$ cat config.mk
export PLATFORM = sky130hd
export DESIGN_NAME = point_mass_attraction_step
export DESIGN_NICKNAME = d
export VERILOG_FILES = /design/src/hdl/pma_pkg.sv /design/src/hdl/point_mass_attraction_step.sv
export SDC_FILE = /design/constraint.sdc
export NUM_CORES = 2
export LEC_CHECK = 0
export BUFFER_PORTS_ARGS = -buffer_cell sky130_fd_sc_hd__buf_4
export CAP_MARGIN = 40
export CORE_ASPECT_RATIO = 0.8
export CORE_MARGIN = 1
export CORE_UTILIZATION = 25
export CTS_BUF_LIST = sky130_fd_sc_hd__clkbuf_4 sky130_fd_sc_hd__clkbuf_8 sky130_fd_sc_hd__clkbuf_16
export DETAILED_ROUTE_END_ITERATION = 16
export SLEW_MARGIN = 10
export SYNTH_ARGS = -nofsm -noshare
export SYNTH_HDL_FRONTEND = slang
export SYNTH_SLANG_ARGS = --single-unit
$ cat constraint.sdc
create_clock -name clk -period 7.91 [get_ports clk]
set_clock_uncertainty 0.05 [all_clocks]
set_input_delay 2.373 -clock clk [delete_from_list [all_inputs] [get_ports clk]]
set_output_delay 2.373 -clock clk [all_outputs]
set_load 0.01 [all_outputs]
$ cat src/hdl/pma_pkg.sv
// Package for the point-mass attraction step: word types, sequencer states, constants.
// No dependencies.
`default_nettype none
package pma_pkg;

	localparam logic signed [31:0] POS_RESET = 32'sd6553600;

	typedef struct packed {
		logic               opcode;
		logic signed [31:0] other_x;
		logic signed [31:0] other_y;
		logic        [31:0] other_mass;
	} in_word_t;

	typedef struct packed {
		logic signed [31:0] pos_x;
		logic signed [31:0] pos_y;
		logic signed [31:0] vel_x;
		logic signed [31:0] vel_y;
		logic               saturated;
	} out_word_t;

	typedef enum logic [3:0] {
		ST_IDLE,
		ST_TICK,
		ST_DIFF,
		ST_D2_A,
		ST_D2_B,
		ST_SQRT_D,
		ST_DIV_M,
		ST_L2_A,
		ST_L2_B,
		ST_SQRT_L,
		ST_DIV_UX,
		ST_DIV_UY,
		ST_MUL_GX,
		ST_MUL_GY,
		ST_ACC,
		ST_OUT
	} state_t;

endpackage
`default_nettype wire

$ cat src/hdl/point_mass_attraction_step.sv
// Top level of the point-mass attraction step: state registers, bit-serial
// multiplier, square root and divider under one sequencer. Depends on pma_pkg.
//
// Usage: one input channel (in_valid/in_stall/in_word) carries a word with an
// opcode and another body's position and mass. Each accepted word yields exactly
// one output word (out_valid/out_stall/out_word) with the body's position and
// velocity after the item and a saturation flag.
// A tick word, or an attract word whose truncated distance is zero, passes
// through ST_TICK or ST_DIFF and then ST_OUT into the output register; the
// next word can be taken once the sequencer is back in ST_IDLE.
// A full attract word runs eight 32-step passes (four shift-add multiplies for
// the squared sums, two restoring square roots, two gain multiplies) and three
// 64-step restoring divides, plus single states for the difference, the
// velocity update and the output load, all run in turn by the one sequencer.
// The block holds one item at a time: in_stall stays high from acceptance
// until the result has moved into the output register.
// The output register holds its word while out_stall is high; a finished
// result waits in its last state until the register frees, while the next
// input word is taken as soon as the result is registered.
// Reset puts the position at 100.0, 100.0 and the velocity at zero, and
// empties the output register.
`default_nettype none
module point_mass_attraction_step
	import pma_pkg::*;
(
	input  wire logic      clk,
	input  wire logic      arst_n,
	input  wire logic      in_valid,
	output logic           in_stall,
	input  wire in_word_t  in_word,
	output logic           out_valid,
	input  wire logic      out_stall,
	output out_word_t      out_word
);

	state_t state_q, state_nxt;

	logic [31:0] px_q, py_q, vx_q, vy_q;
	in_word_t    item_q;
	logic        sat_q;
	logic        neg_x_q, neg_y_q;
	logic [31:0] a_q, b_q;
	logic [63:0] rad_q;      // square-root radicand, shifted out two bits a step
	logic [33:0] rem_q;      // square-root remainder
	logic [31:0] root_q;
	logic [63:0] num_q;      // dividend shifting out, quotient shifting in
	logic [31:0] drem_q;
	logic [31:0] den_q;
	logic [31:0] m_q, ux_q, uy_q, gx_q, gy_q;
	logic [63:0] mca_q;      // multiplicand shifting left
	logic [31:0] mpl_q;      // multiplier shifting right
	logic [63:0] acc_q;
	logic  [5:0] cnt_q;
	logic        out_valid_q;
	out_word_t   out_q;

	logic        out_load;
	logic        last;

	// {clamp flag, value}: a value fits when its three top bits agree
	function automatic logic [32:0] clamp34(input logic [33:0] v);
		if (!v[33] && v[32:31] != 2'b00) begin
			clamp34 = {1'b1, 32'h7FFFFFFF};
		end else if (v[33] && v[32:31] != 2'b11) begin
			clamp34 = {1'b1, 32'h80000000};
		end else begin
			clamp34 = {1'b0, v[31:0]};
		end
	endfunction

	logic [32:0] dx, dy, dx_abs, dy_abs;
	logic [31:0] a_abs, b_abs, a_h, b_h;
	logic        near;
	logic [63:0] mul_sum, mca_sh;
	logic [31:0] mpl_sh;
	logic [35:0] rnext, rdiff;
	logic [33:0] rtrial, rem_nxt;
	logic        rfit;
	logic [31:0] root_nxt;
	logic [32:0] dshift, ddiff;
	logic        dfit;
	logic [31:0] drem_nxt;
	logic [63:0] quo_nxt;
	logic [33:0] sum_x, sum_y, acc_x, acc_y;
	logic [32:0] sx, sy, nvx, nvy;

	// one step of each serial unit, and the one-cycle arithmetic
	always_comb begin
		dx     = {item_q.other_x[31], item_q.other_x} - {px_q[31], px_q};
		dy     = {item_q.other_y[31], item_q.other_y} - {py_q[31], py_q};
		dx_abs = dx[32] ? (33'd0 - dx) : dx;
		dy_abs = dy[32] ? (33'd0 - dy) : dy;
		a_abs  = dx_abs[31:0];
		b_abs  = dy_abs[31:0];
		// whole-unit distance is zero: velocity stays as it is
		near   = (a_abs[31:16] == 16'd0) && (b_abs[31:16] == 16'd0);
		// halve both differences when either reaches 2^31
		a_h    = (a_q[31] || b_q[31]) ? {1'b0, a_q[31:1]} : a_q;
		b_h    = (a_q[31] || b_q[31]) ? {1'b0, b_q[31:1]} : b_q;

		mul_sum = acc_q + (mpl_q[0] ? mca_q : 64'd0);
		mca_sh  = {mca_q[62:0], 1'b0};
		mpl_sh  = {1'b0, mpl_q[31:1]};

		rnext    = {rem_q, rad_q[63:62]};
		rtrial   = {root_q, 2'b01};
		rfit     = rnext >= {2'b00, rtrial};
		rdiff    = rnext - {2'b00, rtrial};
		rem_nxt  = rfit ? rdiff[33:0] : rnext[33:0];
		root_nxt = {root_q[30:0], rfit};

		dshift   = {drem_q, num_q[63]};
		dfit     = dshift >= {1'b0, den_q};
		ddiff    = dshift - {1'b0, den_q};
		drem_nxt = dfit ? ddiff[31:0] : dshift[31:0];
		quo_nxt  = {num_q[62:0], dfit};

		sum_x = {{2{px_q[31]}}, px_q} + {{2{vx_q[31]}}, vx_q};
		sum_y = {{2{py_q[31]}}, py_q} + {{2{vy_q[31]}}, vy_q};
		acc_x = {{2{vx_q[31]}}, vx_q} + (neg_x_q ? (34'd0 - {2'b00, gx_q}) : {2'b00, gx_q});
		acc_y = {{2{vy_q[31]}}, vy_q} + (neg_y_q ? (34'd0 - {2'b00, gy_q}) : {2'b00, gy_q});
		sx    = clamp34(sum_x);
		sy    = clamp34(sum_y);
		nvx   = clamp34(acc_x);
		nvy   = clamp34(acc_y);

		last  = cnt_q == 6'd0;
	end

	// sequencer
	always_ff @(posedge clk or negedge arst_n) begin
		if (!arst_n) begin
			state_q <= ST_IDLE;
		end else begin
			state_q <= state_nxt;
		end
	end

	always_comb begin
		state_nxt = state_q;
		in_stall  = (state_q != ST_IDLE);
		out_load  = 1'b0;
		case (state_q)
			ST_IDLE:   if (in_valid) state_nxt = in_word.opcode ? ST_TICK : ST_DIFF;
			ST_TICK:   state_nxt = ST_OUT;
			ST_DIFF:   state_nxt = near ? ST_OUT : ST_D2_A;
			ST_D2_A:   if (last) state_nxt = ST_D2_B;
			ST_D2_B:   if (last) state_nxt = ST_SQRT_D;
			ST_SQRT_D: if (last) state_nxt = ST_DIV_M;
			ST_DIV_M:  if (last) state_nxt = ST_L2_A;
			ST_L2_A:   if (last) state_nxt = ST_L2_B;
			ST_L2_B:   if (last) state_nxt = ST_SQRT_L;
			ST_SQRT_L: if (last) state_nxt = ST_DIV_UX;
			ST_DIV_UX: if (last) state_nxt = ST_DIV_UY;
			ST_DIV_UY: if (last) state_nxt = ST_MUL_GX;
			ST_MUL_GX: if (last) state_nxt = ST_MUL_GY;
			ST_MUL_GY: if (last) state_nxt = ST_ACC;
			ST_ACC:    state_nxt = ST_OUT;
			ST_OUT: begin
				// hold the result until the output register is free
				out_load = !out_valid_q || !out_stall;
				if (out_load) state_nxt = ST_IDLE;
			end
			default:   state_nxt = ST_IDLE;
		endcase
	end

	// datapath: each state advances its unit and loads the next one on its last step
	always_ff @(posedge clk or negedge arst_n) begin
		if (!arst_n) begin
			px_q    <= POS_RESET;
			py_q    <= POS_RESET;
			vx_q    <= '0;
			vy_q    <= '0;
			item_q  <= '0;
			sat_q   <= 1'b0;
			neg_x_q <= 1'b0;
			neg_y_q <= 1'b0;
			a_q     <= '0;
			b_q     <= '0;
			rad_q   <= '0;
			rem_q   <= '0;
			root_q  <= '0;
			num_q   <= '0;
			drem_q  <= '0;
			den_q   <= '0;
			m_q     <= '0;
			ux_q    <= '0;
			uy_q    <= '0;
			gx_q    <= '0;
			gy_q    <= '0;
			mca_q   <= '0;
			mpl_q   <= '0;
			acc_q   <= '0;
			cnt_q   <= '0;
		end else begin
			case (state_q)
				ST_IDLE: if (in_valid) begin
					item_q <= in_word;
					sat_q  <= 1'b0;
				end
				ST_TICK: begin
					px_q  <= sx[31:0];
					py_q  <= sy[31:0];
					sat_q <= sx[32] | sy[32];
				end
				ST_DIFF: begin
					neg_x_q <= dx[32];
					neg_y_q <= dy[32];
					a_q     <= a_abs;
					b_q     <= b_abs;
					mca_q   <= {48'd0, a_abs[31:16]};
					mpl_q   <= {16'd0, a_abs[31:16]};
					acc_q   <= '0;
					cnt_q   <= 6'd31;
				end
				ST_D2_A: begin
					acc_q <= mul_sum;
					if (last) begin
						mca_q <= {48'd0, b_q[31:16]};
						mpl_q <= {16'd0, b_q[31:16]};
						cnt_q <= 6'd31;
					end else begin
						mca_q <= mca_sh;
						mpl_q <= mpl_sh;
						cnt_q <= cnt_q - 6'd1;
					end
				end
				ST_D2_B: begin
					acc_q <= mul_sum;
					if (last) begin
						// squared whole-unit distance fits 33 bits; scale by 2^16
						rad_q  <= {mul_sum[47:0], 16'd0};
						rem_q  <= '0;
						root_q <= '0;
						cnt_q  <= 6'd31;
					end else begin
						mca_q <= mca_sh;
						mpl_q <= mpl_sh;
						cnt_q <= cnt_q - 6'd1;
					end
				end
				ST_SQRT_D: begin
					rad_q  <= {rad_q[61:0], 2'b00};
					rem_q  <= rem_nxt;
					root_q <= root_nxt;
					if (last) begin
						den_q  <= root_nxt;
						num_q  <= {24'd0, item_q.other_mass, 8'd0};
						drem_q <= '0;
						cnt_q  <= 6'd63;
					end else begin
						cnt_q <= cnt_q - 6'd1;
					end
				end
				ST_DIV_M: begin
					num_q  <= quo_nxt;
					drem_q <= drem_nxt;
					if (last) begin
						m_q   <= quo_nxt[31:0];
						a_q   <= a_h;
						b_q   <= b_h;
						mca_q <= {32'd0, a_h};
						mpl_q <= a_h;
						acc_q <= '0;
						cnt_q <= 6'd31;
					end else begin
						cnt_q <= cnt_q - 6'd1;
					end
				end
				ST_L2_A: begin
					acc_q <= mul_sum;
					if (last) begin
						mca_q <= {32'd0, b_q};
						mpl_q <= b_q;
						cnt_q <= 6'd31;
					end else begin
						mca_q <= mca_sh;
						mpl_q <= mpl_sh;
						cnt_q <= cnt_q - 6'd1;
					end
				end
				ST_L2_B: begin
					acc_q <= mul_sum;
					if (last) begin
						rad_q  <= mul_sum;
						rem_q  <= '0;
						root_q <= '0;
						cnt_q  <= 6'd31;
					end else begin
						mca_q <= mca_sh;
						mpl_q <= mpl_sh;
						cnt_q <= cnt_q - 6'd1;
					end
				end
				ST_SQRT_L: begin
					rad_q  <= {rad_q[61:0], 2'b00};
					rem_q  <= rem_nxt;
					root_q <= root_nxt;
					if (last) begin
						den_q  <= root_nxt;
						num_q  <= {2'd0, a_q, 30'd0};
						drem_q <= '0;
						cnt_q  <= 6'd63;
					end else begin
						cnt_q <= cnt_q - 6'd1;
					end
				end
				ST_DIV_UX: begin
					if (last) begin
						ux_q   <= quo_nxt[31:0];
						num_q  <= {2'd0, b_q, 30'd0};
						drem_q <= '0;
						cnt_q  <= 6'd63;
					end else begin
						num_q  <= quo_nxt;
						drem_q <= drem_nxt;
						cnt_q  <= cnt_q - 6'd1;
					end
				end
				ST_DIV_UY: begin
					if (last) begin
						uy_q  <= quo_nxt[31:0];
						mca_q <= {32'd0, ux_q};
						mpl_q <= m_q;
						acc_q <= '0;
						cnt_q <= 6'd31;
					end else begin
						num_q  <= quo_nxt;
						drem_q <= drem_nxt;
						cnt_q  <= cnt_q - 6'd1;
					end
				end
				ST_MUL_GX: begin
					if (last) begin
						gx_q  <= mul_sum[61:30];
						mca_q <= {32'd0, uy_q};
						mpl_q <= m_q;
						acc_q <= '0;
						cnt_q <= 6'd31;
					end else begin
						acc_q <= mul_sum;
						mca_q <= mca_sh;
						mpl_q <= mpl_sh;
						cnt_q <= cnt_q - 6'd1;
					end
				end
				ST_MUL_GY: begin
					acc_q <= mul_sum;
					if (last) begin
						gy_q <= mul_sum[61:30];
					end else begin
						mca_q <= mca_sh;
						mpl_q <= mpl_sh;
						cnt_q <= cnt_q - 6'd1;
					end
				end
				ST_ACC: begin
					vx_q  <= nvx[31:0];
					vy_q  <= nvy[31:0];
					sat_q <= nvx[32] | nvy[32];
				end
				default: ;
			endcase
		end
	end

	// output register: load a finished result, drop the word once it is taken
	always_ff @(posedge clk or negedge arst_n) begin
		if (!arst_n) begin
			out_valid_q <= 1'b0;
			out_q       <= '0;
		end else if (out_load) begin
			out_valid_q     <= 1'b1;
			out_q.pos_x     <= px_q;
			out_q.pos_y     <= py_q;
			out_q.vel_x     <= vx_q;
			out_q.vel_y     <= vy_q;
			out_q.saturated <= sat_q;
		end else if (!out_stall) begin
			out_valid_q <= 1'b0;
		end
	end

	assign out_valid = out_valid_q;
	assign out_word  = out_q;

`ifndef SYNTH
	a_out_hold: assert property (@(posedge clk) disable iff (!arst_n)
		out_valid && out_stall |=> out_valid && $stable(out_word));
	a_one_item: assert property (@(posedge clk) disable iff (!arst_n)
		in_valid && !in_stall |=> in_stall);
	a_out_from_seq: assert property (@(posedge clk) disable iff (!arst_n)
		$rose(out_valid) |-> $past(state_q == ST_OUT));
	a_cnt_range: assert property (@(posedge clk) disable iff (!arst_n)
		(state_q == ST_SQRT_D || state_q == ST_SQRT_L || state_q == ST_MUL_GX
		|| state_q == ST_MUL_GY) |-> cnt_q <= 6'd31);
`endif

endmodule
`default_nettype wire

## Word-level counts from Yosys, hierarchy flattened

Index checks and enable logic that the tools add are counted.

| storage, ports and cells | value |
|---|---|
| register bits after elaboration | 1,009 |
| output and inout bits | 131 |

| operators by class | value |
|---|---|
| muxes and demuxes | 77 |
| $lt $le $gt $ge | 2 |
| bitwise gates (word level) | 2 |
| reduce and logical (&&, ||, !) cells | 61 |
| equality and inequality tests | 40 |
| add/sub/neg operators | 14 |

Operator list:

| operator | count |
|---|---|
| $mux 64 | 15 |
| $mux 32 | 14 |
| $pmux 64 s7 | 1 |
| $pmux 64 s5 | 1 |
| $mux 33 | 8 |
| $pmux 64 s4 | 1 |
| $pmux 32 s7 | 1 |
| $pmux 32 s2 | 3 |
| $pmux 64 s3 | 1 |
| $mux 34 | 4 |
| $pmux 32 s4 | 1 |
| $add 34x34->34 | 2 |
| $pmux 34 s2 | 1 |
| $add 32x32->33 | 2 |
| $sub 1x32->33 const A | 2 |
| $sub 32x32->33 | 2 |
| $add 64x64->64 | 1 |
| $sub 1x32->32 const A | 2 |
| $pmux 4 s15 | 1 |
| $mux 4 | 14 |
| $ne 2x2->1 const B | 21 |
| $ge 36x34->1 | 1 |
| $sub 34x34->34 | 1 |
| $ge 33x32->1 | 1 |
| 33 further kinds | 95 |

## Depth between registers and ports, before layout

| depth | value |
|---|---|
| depth in word-level cells | 9 |
| gate-level depth with buffers | 23 |
| gate-level depth less buffers | 22 |

## Worst setup path after synthesis

Ideal clock, no wire load.

| timing path | value |
|---|---|
| path type | register to register |
| from | register gx_q[6] |
| to | register vx_q[4] |
| data arrival time | 5.178 ns |
| required time | 7.730 ns |
| setup slack | 2.552 ns |
| library setup time | 0.130 ns |
| cell stages (with the launch flop) | 23 |
| path through | dfrtp_1 > nor4_1 > nand4_1 > or4_1 > or4_1 > o21ai_0 > xnor2_1 > ha_1 > a21o_1 > a21oi_1 > a31oi_1 > inv_1 > o31ai_1 > a2111oi_0 > or3_1 > buf_2 > or4_1 > nand4_1 > or2_1 > clkbuf_1 > buf_2 > a21boi_1 > o21ai_1 |

| between the ends | value |
|---|---|
| longest elaborated chain between the ends | 7 |
| elaborated cells between the ends (all ways) | 10 |
| classes of those cells | 2 x add/sub; 1 x eq/ne; 3 x mux; 4 x reduce/logical |

Ends and longest elaborated chain:

| item | RTL line | text |
|---|---|---|
| start: declaration | point_mass_attraction_step.sv:49 | `logic [31:0] m_q, ux_q, uy_q, gx_q, gy_q;` |
| start signal: assignment | point_mass_attraction_step.sv:336 | `gx_q <= mul_sum[61:30];` |
| $sub 1x32->33 | point_mass_attraction_step.sv:120 | `acc_x = {{2{vx_q[31]}}, vx_q} + (neg_x_q ? (34'd0 - {2'b00, gx_q}) : {2'b00, gx_q});` |
| $mux 34 (*) | point_mass_attraction_step.sv:120 |  |
| $add 34x34->34 (*) | point_mass_attraction_step.sv:120 |  |
| $ne 2x2->1 | point_mass_attraction_step.sv:64 | `end else if (v[33] && v[32:31] != 2'b11) begin` |
| $logic_and 1x1->1 | point_mass_attraction_step.sv:64 |  |
| $mux 33 | point_mass_attraction_step.sv:64 |  |
| $mux 33 (*) | point_mass_attraction_step.sv:62 | `if (!v[33] && v[32:31] != 2'b00) begin` |
| end signal: assignment | point_mass_attraction_step.sv:359 | `vx_q <= nvx[31:0];` |
| end: declaration | point_mass_attraction_step.sv:38 | `logic [31:0] px_q, py_q, vx_q, vy_q;` |

Mark *: on every way between the ends. The rest lies on a longest branch, timed or not.
A chain may end at the register's enable or synchronous reset.

## Worst setup path in the final report

| timing path | value |
|---|---|
| from | register gy_q[0] |
| to | register sat_q |

| between the ends | value |
|---|---|
| longest elaborated chain between the ends | 9 |
| elaborated cells between the ends (all ways) | 12 |
| classes of those cells | 2 x add/sub; 1 x eq/ne; 4 x mux; 1 x bitwise; 4 x reduce/logical |

Ends and longest elaborated chain:

| item | RTL line | text |
|---|---|---|
| start: declaration | point_mass_attraction_step.sv:49 |  |
| start signal: assignment | point_mass_attraction_step.sv:351 | `gy_q <= mul_sum[61:30];` |
| $sub 1x32->33 | point_mass_attraction_step.sv:121 | `acc_y = {{2{vy_q[31]}}, vy_q} + (neg_y_q ? (34'd0 - {2'b00, gy_q}) : {2'b00, gy_q});` |
| $mux 34 (*) | point_mass_attraction_step.sv:121 |  |
| $add 34x34->34 (*) | point_mass_attraction_step.sv:121 |  |
| $ne 2x2->1 | point_mass_attraction_step.sv:64 |  |
| $logic_and 1x1->1 | point_mass_attraction_step.sv:64 |  |
| $mux 33 | point_mass_attraction_step.sv:64 |  |
| $mux 33 (*) | point_mass_attraction_step.sv:62 |  |
| $or 1x1->1 (*) | point_mass_attraction_step.sv:361 | `sat_q <= nvx[32] \| nvy[32];` |
| $pmux 1 s3 (*) | point_mass_attraction_step.sv:197 | `case (state_q)` |
| end signal: assignment | point_mass_attraction_step.sv:205 | `sat_q <= sx[32] \| sy[32];` |
| end signal: assignment | point_mass_attraction_step.sv:361 |  |
| end: declaration | point_mass_attraction_step.sv:40 | `logic sat_q;` |

Marked as above.

==> out/results.tsv <==
stage	metric	value	unit
synthesis	synth_area	62790	sq um
clock_network	ctsResizeCount	0	
synthesis	synthesis.nets	7326	
critical_path	cp_data_required_time	8.56	ns
timing	hold_violations	0	
synthesis	yosysSeqAreaShare	40.23	%
finish	drive_gt1_share	14.27	%
placement	hpwlAfterDp	163700	microns
placement	placed_area	68580	sq um
synthesis	avgSynthCellArea	9.119	sq um
floorplanning	dieArea	253200	sq um
synthesis	synth-edff-count	0	
placement	place_ws	1.570	ns
synthesis	synth_area_leaders	dfrtp_1 40%, ha_1 6.6%, mux2_2 6.3%, nand2_1 4.8%, a21oi_1 4.2%	
clock_network	holdBufCountCts	0	
timing	slew_viol_final	0	
power	powerDensity	497.1	nW/um^2
floorplanning	die_w	562.3	microns
timing	setup_tns	0	ns
timing	setup_viol	0	
synthesis	synth_top_area_share	39.97	%
clock_network	clk_path_buf_depth	3	
critical_path	crit_path_cell_trace	inv_1, ha_1, nand2_1, or3_1, nand2b_1, or4_1, or4_1, o41ai_1, xnor2_1, ha_1, and3_1, nand2_1, a21boi_0, a31oi_1, a21oi_1, nand2_1, a22oi_1, o21ai_0, o21ai_2, buf_4, and4b_1, a21oi_1	
grt	grt_usage	16.98	%
hold_path	min_path_type	reg -> reg	
synthesis	syn_inst	6885	
finish	fin_area	72650	sq um
synthesis	ys.flop_type	dfrtp_1	
flow_run	max_cap_violations	0	
clock_network	cts_buffers	111	
floorplanning	die_h	450.2	microns
routing	via_per_inst	5.243	
synthesis	yosysWarnings	0	
floorplanning	core	249700	sq um
clock_network	cts_tree	done	
routing	routed_wl	220700	microns
synthesis	async_flop_share	100.0	%
routing	final_antenna_net_count	0	
critical_path	path_common_cell	nand2_1	
grt	grt_pass1_vias	52163	
routing	wl_per_cell	21.26	microns
power	irDropWorstVdd	512.1	uV
clock_network	htreeDepth	3	
clock_network	clkLatencyLatePin	0.79	ns
floorplanning	io-pin-count	232	
timing	fin_ws	1.484	ns
finish	nNetsFinal	7402	
critical_path	end_kind	register	
timing	worstMarginPinSlew	1.125	ns
clock_network	cts.clk_slew.worst_paths	0.07	ns
finish	area_growth	15.71	%
finish	regArea	25260	sq um
timing	period_needed	6.426	ns
timing	fmax	155.6	MHz
routing	drc_errors	0	
routing	drt_iter0_markers	5214	
critical_path	crit_type	reg -> reg	
synthesis	yosys.area.top_type	dfrtp_1	
routing	num_vias	54423	
timing	rsz0062_at_grt	no	
clock_network	numClockSinks	1009	
grt	grt_max_degree	153	
critical_path	startpoint_type	register	
critical_path	cpPeakStageDelay	0.69	ns
timing	min_period_over_period	81.24	%
synthesis	synth_cell_types	102	
grt	grt_pass1_wl	334800	microns
finish	multi_input_area	35460	sq um
finish	fill_cells	26001	
clock_network	postCtsSetupBuffers	0	
critical_path	crit_slowest_cell	o21ai_2	
critical_path	crit_fanout	19	
clock_network	root_buffer	clkbuf_16	
grt	grt_antenna_before_repair	14	
timing	slew-limit-headroom	25.01	%
grt	grt-ovfl-total	0	
placement	place.gp.congestion	0.9118	
power	total_power	36120	uW
outcome	status	completed	
floorplanning	row_count	164	
floorplanning	start_util	25.14	%
power	p_leak	0.03321	uW
placement	io_buffer_count	231	
routing	dr.pass1.iters	10	
synthesis	synth-seq-cells	1009	
critical_path	cp_data_arrival_time	7.08	ns
-- cell families after synthesis --
family / synth area share, %
and+or+nand+nor: 14.44
DFF: 40.23
AOI/OAI and AO/OA: 22.77
xor gates and xnor gates: 5.125
adders and majority gates: 6.871
buffers and inverters: 3.701
muxes: 6.865
-- metal layers --
| layer | vias up | share of wire (%) | global-route usage (%) |
|---|---|---|---|
| met2 | 1844 | 45 | 26.34 |
| met5 | - | 0.030 | 0 |
| met1 | 27023 | 45 | 23.77 |
| met4 | 4 | 3.1 | 5.387 |
| met3 | 290 | 6.7 | 3.036 |
| li1 | 25262 | - | - |
-- cells in the final DEF, fill, tap and decap left out, types with 45 or more instances in the layout --
cell       instances
dfrtp_1         1003
and3_1            45
a211oi_1          54
buf_4            305
nand4_1           48
a22o_1            55
nand2b_1          54
and2_1            96
a31oi_1          120
inv_1            243
a21o_1           176
nand3_1          147
nand2_1          788
xnor2_1          264
a221oi_1          77
a22oi_1           58
xor2_1            99
ha_1             332
nor2_1           483
o21ai_0          525
mux2_2           349
o22ai_1           86
o21a_1            56
a21oi_1          530
clkbuf_16        111
nor3_1            73
-- cell type report --
type | instances | share of cell area [%]
Multi-Input combinational cell | 5264 | 48.81
Sequential cell | 1009 | 34.76
Tap cell | 3320 | 5.717
Clock buffer | 160 | 4.579
Timing Repair Buffer | 332 | 3.859
Inverter | 243 | 1.255
Clock inverter | 49 | 1.002
Antenna cell | 4 | 0.01378
-- synthesized netlist by cell type, drive strengths merged (32+ instances only) --
master / count
dfrtp: 1003
nand2: 796
o21ai: 550
a21oi: 535
nor2: 494
mux2: 349
ha: 332
clkbuf: 328
xnor2: 265
inv: 243
a21o: 176
nand3: 150
a31oi: 121
xor2: 99
and2: 97
o22ai: 87
nor3: 79
a221oi: 77
o21a: 59
a22oi: 58
a211oi: 56
a22o: 55
nand2b: 54
nand4: 48
o31ai: 47
and3: 46
buf: 41
nor2b: 40
a222oi: 39
mux2i: 38
o211ai: 37
o21bai: 37
or2: 33
or3: 32
-- path summary, 6_finish.rpt --
check                                    to  cells after the start      from  slack, ns
worst max-delay path                  sat_q                     22   gy_q[0]       1.48
worst min-delay path               rad_q[5]                      2  rad_q[3]       0.42
worst max register to register        sat_q                     22   gy_q[0]       1.48
worst min register to register     rad_q[5]                      2  rad_q[3]       0.42
max in group asynchronous       out_word[5]                      2    arst_n       4.72
min in group asynchronous         item_q[2]                      1    arst_n       1.63
-- state kept, by name (all words and copies together), names as in the netlist, 34 cells and up --
signal / cells
num_q: 64
out_word: 129
rad_q: 64
acc_q: 64
item_q: 96
mca_q: 64
rem_q: 34
-- stage by stage --
step / hold WS (ns) / cells / util [%]
6_report: 0.4195 / 10381 / 29.09
3_3_place_gp: 0.4009 / 10141 / 27.30
5_1_grt: 0.4446 / 10380 / 29.09
4_1_cts: 0.4258 / 10376 / 29.09
3_5_place_dp: 0.4123 / 10167 / 27.46
2_1_floorplan: 0.3884 / 6885 / -
-- critical path: cells and delay by family, from the launching register on --
kind / cells / cell delay, ns
buffers and inverters: 2 / 0.43
adders and majority gates: 2 / 0.55
DFF: 1 / 0.40
and+or+nand+nor: 9 / 2.50
AOI/OAI and AO/OA: 8 / 2.27
xor gates and xnor gates: 1 / 0.13
-- power breakdown --
part	total, uW	internal, uW	leakage [uW]	switching [uW]
Clock	5720	3340	0.00200	2380
Combinational	21700	8030	0.0179	13700
Sequential	8680	6750	0.0133	1930
No activity file was read; power rests on OpenSTA's default activity.
